==> src/rtl/core/pard_pkg.sv <==
`timescale 1ns / 1ps
package pard_pkg;
    typedef enum logic [1:0] {
        OP_ENQ  = 2'd0,
        OP_DISP = 2'd1,
        OP_DONE = 2'd2,
        OP_NONE = 2'd3
    } t_op;

    typedef enum logic [2:0] {
        ST_OK       = 3'd0,
        ST_DISP     = 3'd1,
        ST_FULL     = 3'd2,
        ST_NOT_EXEC = 3'd3,
        ST_NONE     = 3'd4
    } t_status;

    localparam int unsigned RESULT_LIMIT = 32;

    typedef struct packed {
        logic [1:0]  opcode;
        logic [7:0]  task_id;
        logic [63:0] priority_index;
        logic [63:0] chain_mask;
    } t_req;

    typedef struct packed {
        logic [7:0] out_task_id;
        logic [2:0] worker;
        logic [2:0] status;
        logic       last;
    } t_res;
endpackage

==> src/rtl/core/pard_if.sv <==
`timescale 1ns / 1ps
interface pard_req_if;
    logic             valid;
    logic             ready;
    pard_pkg::t_req   payload;
    modport source (output valid, output payload, input ready);
    modport sink (input valid, input payload, output ready);
endinterface


==> src/rtl/core/pard_front.sv <==
`timescale 1ns / 1ps
// request queue: accepts requests, drops unused opcodes
module pard_front #(
    parameter int QUEUE_DEPTH = 2
) (
    input  logic            i_clk,
    input  logic            i_rst_n,
    pard_req_if.sink        s_req,
    input  logic            i_pop,
    output logic            o_valid,
    output pard_pkg::t_req  o_req
);
    localparam int AW = (QUEUE_DEPTH > 1) ? $clog2(QUEUE_DEPTH) : 1;

    pard_pkg::t_req r_mem [QUEUE_DEPTH];
    logic [AW-1:0]  r_wp, r_rp;
    logic [AW:0]    r_cnt;
    logic           push;
    logic           pop;

    assign s_req.ready = (r_cnt < (AW+1)'(QUEUE_DEPTH));
    assign push = s_req.valid && s_req.ready &&
                  (s_req.payload.opcode != pard_pkg::OP_NONE);
    assign o_valid = (r_cnt != '0);
    assign pop = i_pop && o_valid;
    assign o_req = r_mem[r_rp];

    always_ff @(posedge i_clk) begin
        if (!i_rst_n) begin
            r_wp  <= '0;
            r_rp  <= '0;
            r_cnt <= '0;
        end else begin
            if (push) begin
                r_mem[r_wp] <= s_req.payload;
                r_wp <= (r_wp == AW'(QUEUE_DEPTH-1)) ? '0 : r_wp + 1'b1;
            end
            if (pop)
                r_rp <= (r_rp == AW'(QUEUE_DEPTH-1)) ? '0 : r_rp + 1'b1;
            r_cnt <= r_cnt + (AW+1)'(push) - (AW+1)'(pop);
        end
    end

    a_cnt_range: assert property (@(posedge i_clk) disable iff (!i_rst_n)
        r_cnt <= (AW+1)'(QUEUE_DEPTH)) else $error("queue overflow");
    a_pop_valid: assert property (@(posedge i_clk) disable iff (!i_rst_n)
        (r_cnt == '0) |-> !o_valid) else $error("pop from empty");
    a_ready: assert property (@(posedge i_clk) disable iff (!i_rst_n)
        (r_cnt == (AW+1)'(QUEUE_DEPTH)) |-> !s_req.ready) else $error("ready when full");
endmodule

==> src/flat_wrapper.sv <==
// flat-port wrapper written by rule: the top's interface ports become plain ports
module pard_front_flat 
#(
    parameter int QUEUE_DEPTH = 2
)
  (i_clk, i_rst_n, i_pop, o_valid, o_req, s_req_valid, s_req_payload, s_req_ready);
  pard_req_if s_req_i ();
  input  logic i_clk;
  input  logic i_rst_n;
  input  logic i_pop;
  output logic o_valid;
  output pard_pkg::t_req o_req;
  input wire logic [$bits(s_req_i.valid)-1:0] s_req_valid;
  input wire logic [$bits(s_req_i.payload)-1:0] s_req_payload;
  output wire logic [$bits(s_req_i.ready)-1:0] s_req_ready;
  assign s_req_i.valid = s_req_valid;
  assign s_req_i.payload = s_req_payload;
  assign s_req_ready = s_req_i.ready;
  pard_front #(.QUEUE_DEPTH(QUEUE_DEPTH)) u_core (.i_clk(i_clk), .i_rst_n(i_rst_n), .s_req(s_req_i), .i_pop(i_pop), .o_valid(o_valid), .o_req(o_req));
endmodule
==> config.mk <==
export PLATFORM = sky130hd
export DESIGN_NAME = pard_front_flat
export DESIGN_NICKNAME = d
export VERILOG_FILES = /design/src/rtl/core/pard_pkg.sv /design/src/rtl/core/pard_if.sv /design/src/rtl/core/pard_front.sv /design/src/flat_wrapper.sv
export SDC_FILE = /design/constraint.sdc
export NUM_CORES = 1
export LEC_CHECK = 0
export BUFFER_PORTS_ARGS = -buffer_cell sky130_fd_sc_hd__buf_2
export CORE_ASPECT_RATIO = 0.7
export CORE_MARGIN = 3
export CORE_UTILIZATION = 45
export DETAILED_ROUTE_END_ITERATION = 10
export PLACE_DENSITY = 0.73
export SLEW_MARGIN = 20
export SYNTH_ARGS = -nofsm -noshare
export SYNTH_HDL_FRONTEND = slang
export SYNTH_SLANG_ARGS = --single-unit
==> constraint.sdc <==
create_clock -name i_clk -period 4.74 [get_ports i_clk]
set_clock_uncertainty 0.2 [all_clocks]
set_input_delay 0.474 -clock i_clk [delete_from_list [all_inputs] [get_ports i_clk]]
set_output_delay 0.474 -clock i_clk [all_outputs]
set_load 0.02 [all_outputs]
==> run metrics, run 1 <==
H-tree Lvls=1; yosys warns=0; clock sink count=281; Internal=4660 uW; Setup crit start kind=flip-flop; Max stage delay on crit path=890 ps; Worst VDD drop=0.258 mV; Remaining Overflow, GRT=0; Slew headroom=a little under a third; Post-Synthesis Cells=455; area grow syn2layout=37.6%; Clock Power Share=29.7%; Compound-Gate Fraction of Synth Area=0.0733%; mux contribution to synthesized area=roughly 15%; CP Data Required Time=4070 ps; vias in the first global route=6,404; Tcrit/Tclk final=69.1%; CTS resizes=0; DRC=0; hold buffers post-CTS=138; Final setup violation count=0; initial antenna violation count=0; Hold Fails Final Rpt=0; Top Ports=282; fillers=1,503; die area=roughly 0.025 sq mm; Total GRT Usage=17.5%; top post-synthesis cells by count=edfxtp_1, mux2_2, buf_6; power per cell area=456 mW/mm^2; Hold Crit Class=input pin to flip-flop; Worst Path Buf+Inv=2; row cnt=45; Leakage Power=about 0.0052 uW; worst path cell trace=buf_4, mux2_2, buf_2; Top Family by Delay on Critical Path=flip-flops; die height=132 microns; Cell variety after synth=16; clock tree root buffer cell=clkbuf_16; starting density of the core=46.6%; CTS Buf Count=27; Switch Pwr=roughly 1800 uW; Max Clk Rate=roughly 0.3 GHz; Tmin final=around 3300 ps; diode count=0; Post-DP HPWL=roughly 13,000 microns; Arr. time, crit path=2600 ps; RSZ-0062 raised after global routing=no; clk_lat worst skew=between 500 and 600 ps; ys async rst share=0%; Via-to-Cell Ratio=4.80; Max Cap Viol=0; CP max-delay cell=dfxtp_4; sw frac=between 20% and 30%; syn nets=~600; CP Capture Type=primary output; number of synthesized flops with an enable pin=276; Post-synth top flop=edfxtp_1; RD Place Congestion=a little under 0.8; Worst Tran Pin Value=around 1000 ps; Synth Area in Adders=0.244%; # Post-CTS Setup Buffers=0; WS Path Type=flip-flop to primary output; port buffer count=281; post-route ant nets=0; part of the power in registers=46.9%; Avg Inst Size Synth=between 20 and 25 sq um; Slew Limit Fails=0; Comb power frac=23.4%; register clock-pin slew on the reported worst setup and hold paths=approximately 60 ps; core area=0.0220 sq mm; Seq/Total Area, Yosys=81.8%; first-pass GRT wire length=34,600 microns; Post-Layout Cell Count=1,213; share of the synthesized area in the top cell type=80.9%; register bit total from synthesis=281; Worst Path Max Fanout=63; TNS Setup=0 ps; die width=~190 microns; status=finished, final reports clean; placed instance count=1,032; TritonCTS clock tree=yes; post-synthesis simple-gate area fraction=less than 1%; share of cells above drive strength 1=51.1%; Synth Area in XOR/XNOR=0.256%; most common cell in the netlist=edfxtp_1; initial detailed-routing violation count=approximately 430; largest net degree at the start of global routing=approximately 140; Post-Syn Area=a little over 0.01 sq mm; biggest area consumer among synthesized cells=edfxtp_1; DR WL/cell=18.3 microns; Post-Route WL=about 22,000 microns; clk buf depth=3; Synth area leaders=edfxtp_1, mux2_2, buf_6; main combinational cell family by area after synthesis=multiplexers; Final #Nets=1,038; router iterations before antenna repair=4; via count=5,822
-- kinds of logic (layout without fill, tap and decap cells) --
family | after synthesis | count (layout)
AO/OA/AOI/OAI | 1 | 1
XOR/XNOR | 3 | 3
adder cells (fa/ha/maj) | 2 | 2
buffers and inverters | 18 | 471
flip-flops | 281 | 281
multiplexers | 139 | 139
AND/OR/NAND/NOR | 11 | 11
-- per-stage QoR --
stage	setup WS, ps	hold slack, ps	utilization [%]	cell area, sq um	power, uW
after floorplan	44.2	247	-	10200	4080
after global placement	2030	264	54.3	11900	4440
after detailed placement	2030	299	54.3	11900	4470
after CTS	1480	55.0	64.1	14100	6480
after global routing	1320	74.4	64.1	14100	6700
final	1460	75.6	64.1	14100	6430
-- cell usage in the layout, fill, tap and decap left out --
cell,Yosys,routed
o21a_1,1,1
xnor2_1,3,3
and3b_4,0,1
bufinv_16,0,1
and3_1,2,1
dfxtp_1,5,4
clkinv_2,0,7
dfxtp_4,0,1
clkbuf_1,0,3
inv_1,3,3
mux2_2,138,138
buf_12,0,1
ha_1,2,2
inv_6,0,1
edfxtp_1,276,276
buf_4,0,5
dlygate4sd3_1,0,138
and3_4,0,1
and2_1,2,2
clkbuf_16,0,27
nand2b_1,1,1
nor2b_1,2,2
mux2i_1,1,1
nand2_1,3,3
clkinv_1,0,4
buf_2,1,281
-- final cells by class --
type	count	area [sq um]	share of cell area (%)
Clock buffer	30	687	4.87
Timing Repair Buffer	425	2850	20.2
Sequential cell	281	8390	59.5
Clock inverter	13	88.8	0.630
Tap cell	305	382	2.71
Inverter	3	11.3	0.0799
Multi-Input combinational cell	156	1700	12.0
-- final timing paths --
kind              depth (start not counted)                  end             from  slack, ps
setup / recovery                          3           o_req[118]        flip-flop       1460
hold / removal                            2            flip-flop          i_rst_n         80
setup reg to reg                          4  u_core.r_mem[1][95]  u_core.r_cnt[1]       2340
hold reg to reg                           2          u_core.r_wp      u_core.r_wp        310
-- per-layer routing --
layer | global-route usage, % | routed length, microns | vias up
met1 | 22.0 | 9020 | 2858
met5 | 0 | 0 | -
li1 | - | - | 2681
met2 | 30.5 | 11200 | 238
met3 | 4.44 | 1430 | 45
met4 | 4.57 | 539 | 0
-- power groups by stage --
| stage | Sequential (uW) | Clock (uW) | Combinational, uW |
|---|---|---|---|
| floorplan | 3000 | 0 | 1070 |
| global placement | 3060 | 0 | 1380 |
| detailed placement | 3070 | 0 | 1410 |
| CTS | 3010 | 1960 | 1500 |
| global route | 3030 | 2070 | 1600 |
| finish | 3010 | 1910 | 1500 |
-- state kept, by name (all words and copies together), names as in the netlist, named ones only --
signal / count
u_core.r_cnt: 2
u_core.r_rp: 1
u_core.r_wp: 1
u_core.r_mem: 276
Power figures use the tool's default switching activity.
==> inputs of run 2 (changes only) <==
--- a/config.mk
+++ b/config.mk
@@ -5,12 +5,13 @@
 export SDC_FILE = /design/constraint.sdc
 export NUM_CORES = 1
 export LEC_CHECK = 0
+export ABC_AREA = 1
 export BUFFER_PORTS_ARGS = -buffer_cell sky130_fd_sc_hd__buf_2
 export CORE_ASPECT_RATIO = 0.7
 export CORE_MARGIN = 3
 export CORE_UTILIZATION = 45
 export DETAILED_ROUTE_END_ITERATION = 10
-export PLACE_DENSITY = 0.73
+export PLACE_DENSITY = 0.7
 export SLEW_MARGIN = 20
 export SYNTH_ARGS = -nofsm -noshare
 export SYNTH_HDL_FRONTEND = slang
==> constraint.sdc (replaced) <==
create_clock -name i_clk -period 3.3 [get_ports i_clk]
set_clock_uncertainty 0.2 [all_clocks]
set_input_delay 0.33 -clock i_clk [delete_from_list [all_inputs] [get_ports i_clk]]
set_output_delay 0.33 -clock i_clk [all_outputs]
set_load 0.02 [all_outputs]
==> run 2 against run 1 <==
Effect of this change:
- area after synthesis increased by 0.16%
- utilization up 0.97 points
- combinational power rose by 31%
- sequential share of layout area is 0.89 points lower
- total power rose by 46%
- critical path depth stayed put
- flip-flop and latch count stayed put
- wire length increased by 4.6%
- hold slack lost 21 ps
- register-to-register slack got worse by 1300 ps
==> run metrics, run 2 <==
status=finished, final reports clean; Post-Layout Cell Count=1,233 (+1.6%); clk_lat worst skew=510 ps (about the same); row cnt=45 (unchanged); number of synthesized flops with an enable pin=276 (unchanged); initial detailed-routing violation count=298 (-30%); Hold Fails Final Rpt=0 (unchanged); Post-Route WL=23,200 microns (+4.6%); share of the synthesized area in the top cell type=80.7% (-0.13 points); worst path cell trace=buf_12, mux2_2, buf_2; RD Place Congestion=0.803 (+2.3%); Design Area, Final=0.0143 sq mm (+1.5%); Final #Nets=1,054 (+1.5%); router iterations before antenna repair=4 (unchanged); Final setup violation count=0 (unchanged); Slew headroom=51.1% (+20 points); Leakage Power=0.00534 uW (+2.1%); Total GRT Usage=18.1% (+0.65 points); TritonCTS clock tree=yes; clk buf depth=3 (unchanged); share of cells above drive strength 1=50.1% (-0.99 points); Remaining Overflow, GRT=0 (unchanged); placed cell area=0.0120 sq mm (+0.68%); Top Registers=u_core.r_mem (276), u_core.r_cnt (2); Tcrit/Tclk final=83.4%; final core utilization=65.0% (+0.97 points); CP Capture Type=primary output; Top Ports=282 (unchanged); Worst Path Max Fanout=57 (-9.5%); yosys warns=0 (unchanged); Slew Limit Fails=0 (unchanged); largest register by flop count=u_core.r_mem; most frequent cells in the layout=buf_2, edfxtp_1, dlygate4sd3_1, mux2_2, clkbuf_16; commonest non-fill, non-tap cell in the layout=buf_2; r2r startpoint=u_core.r_cnt[1]; Hold Crit Class=input pin to flip-flop; Post-Syn Area=0.0103 sq mm (+0.16%); H-tree Lvls=1 (unchanged); DR WL/cell=18.8 microns (+2.9%); Tmin final=between 2000 and 3000 ps; WS Path Type=flip-flop to primary output; CP max-delay cell=dfxtp_4; Avg Inst Size Synth=21.8 sq um (-3.0%); Arr. time, crit path=2220 ps (-380 ps); CTS resizes=0 (unchanged); max reg flops=276 (unchanged); via count=5,979 (+2.7%); DRC=0 (unchanged); most common cell in the netlist=edfxtp_1; die height=132 microns (about the same); Via-to-Cell Ratio=4.85 (+1.0%); core area=0.0220 sq mm (unchanged); placed instance count=1,047 (+1.5%); Worst VDD drop=0.530 mV (+110%); clock tree root buffer cell=clkbuf_16; vias in the first global route=6,494 (+1.4%); area grow syn2layout=39.5%; power per cell area=654 mW/mm^2 (+44%); CP Data Required Time=2770 ps (-1300 ps); register clock-pin slew on the reported worst setup and hold paths=60 ps (about the same); first-pass GRT wire length=35,700 microns (+3.0%); Cell variety after synth=12 (-4); port buffer count=281 (unchanged); Synth area leaders=edfxtp_1, mux2_2, buf_6; Worst Tran Pin Value=731 ps (-294 ps); Post-Synthesis Cells=470 (+3.3%); initial antenna violation count=0 (unchanged); clock sink count=281 (unchanged); die width=187 microns (about the same); starting density of the core=46.6% (+0.074 points); CTS Buf Count=26 (-3.7%); Setup crit start kind=flip-flop; largest net degree at the start of global routing=78 (-44%); Post-DP HPWL=13,900 microns (+3.7%); RSZ-0062 raised after global routing=no; die area=0.0247 sq mm (+0.16%); top post-synthesis cells by count=edfxtp_1, mux2_2, buf_6; Post-synth top flop=edfxtp_1; TNS Setup=0 ps (unchanged); Max Cap Viol=0 (unchanged); R2R cell count=4 (unchanged); syn nets=614 (+2.5%); Max Clk Rate=around 0.36 GHz; Seq/Total Area, Yosys=81.7% (-0.13 points); post-route ant nets=0 (unchanged); diode count=0 (unchanged); register bit total from synthesis=281 (unchanged); ys async rst share=0% (unchanged); Max stage delay on crit path=720 ps (-170 ps); hold depth=5 (+3); hold path start=s_req_valid; biggest area consumer among synthesized cells=edfxtp_1
## run 2: timing repair
action | CTS | global route
hold buffers | 140 | 0
endpoints found under the hold margin | 281 | 0
buffers inserted | 0 | 0
## run 2: metal layers
layer | track usage, % | share of wire [%] | routed length [microns] | vias to the layer above
li1 | - | - | - | 2725
met1 | 21.9 | 40 | 9150 | 2955
met2 | 32.4 | 50 | 11700 | 266
met3 | 5.21 | 7.9 | 1820 | 33
met4 | 4.53 | 2.3 | 527 | 0
met5 | 0 | 0 | 0 | -
## run 2: through the flow
stage                     power, uW  worst slack, ps  hold slack (ps)
after detailed placement       6190              998              302
after global routing           9700              428             60.7
final                          9370              547             55.0
after CTS                      9420              519             32.7
after global placement         6140             1050              277
after floorplan                5620             52.6              223
## run 2: final timing paths
check	end	slack (ps)
max	o_req[19]	550
min	u_core.r_wp	60
max reg2reg	u_core.r_mem[0][39]	1080
min reg2reg	u_core.r_wp	320
## run 2: kinds of logic after synthesis
logic type | share of synthesized area (%)
adder cells (fa/ha/maj) | 0.244
multiplexers | 15.1
buffers and inverters | 1.99
AO/OA/AOI/OAI | 0.0487
AND/OR/NAND/NOR | 0.865
flip-flops | 81.7
## run 2: cell type report
type,count,area (sq um)
timing repair buffer,427,2930
tap,305,382
sequential,281,8390
clock inverter,13,190
clock buffer,33,698
multi-input combinational,163,1680
inverter,11,45.0
fill,1461,7700
## run 2: power breakdown
| part | internal (uW) | switching, uW | total, uW |
|---|---|---|---|
| combinational | 852 | 1120 | 1970 |
| sequential | 4170 | 107 | 4280 |
| clock | 1880 | 1230 | 3120 |
| total | 6910 | 2460 | 9370 |
## run 2: worst max-delay path: cells and delay by family, from the launching register on
kind	cells	cell delay, ps
DFF	1	720
muxes	1	400
buffers and inverters	2	510
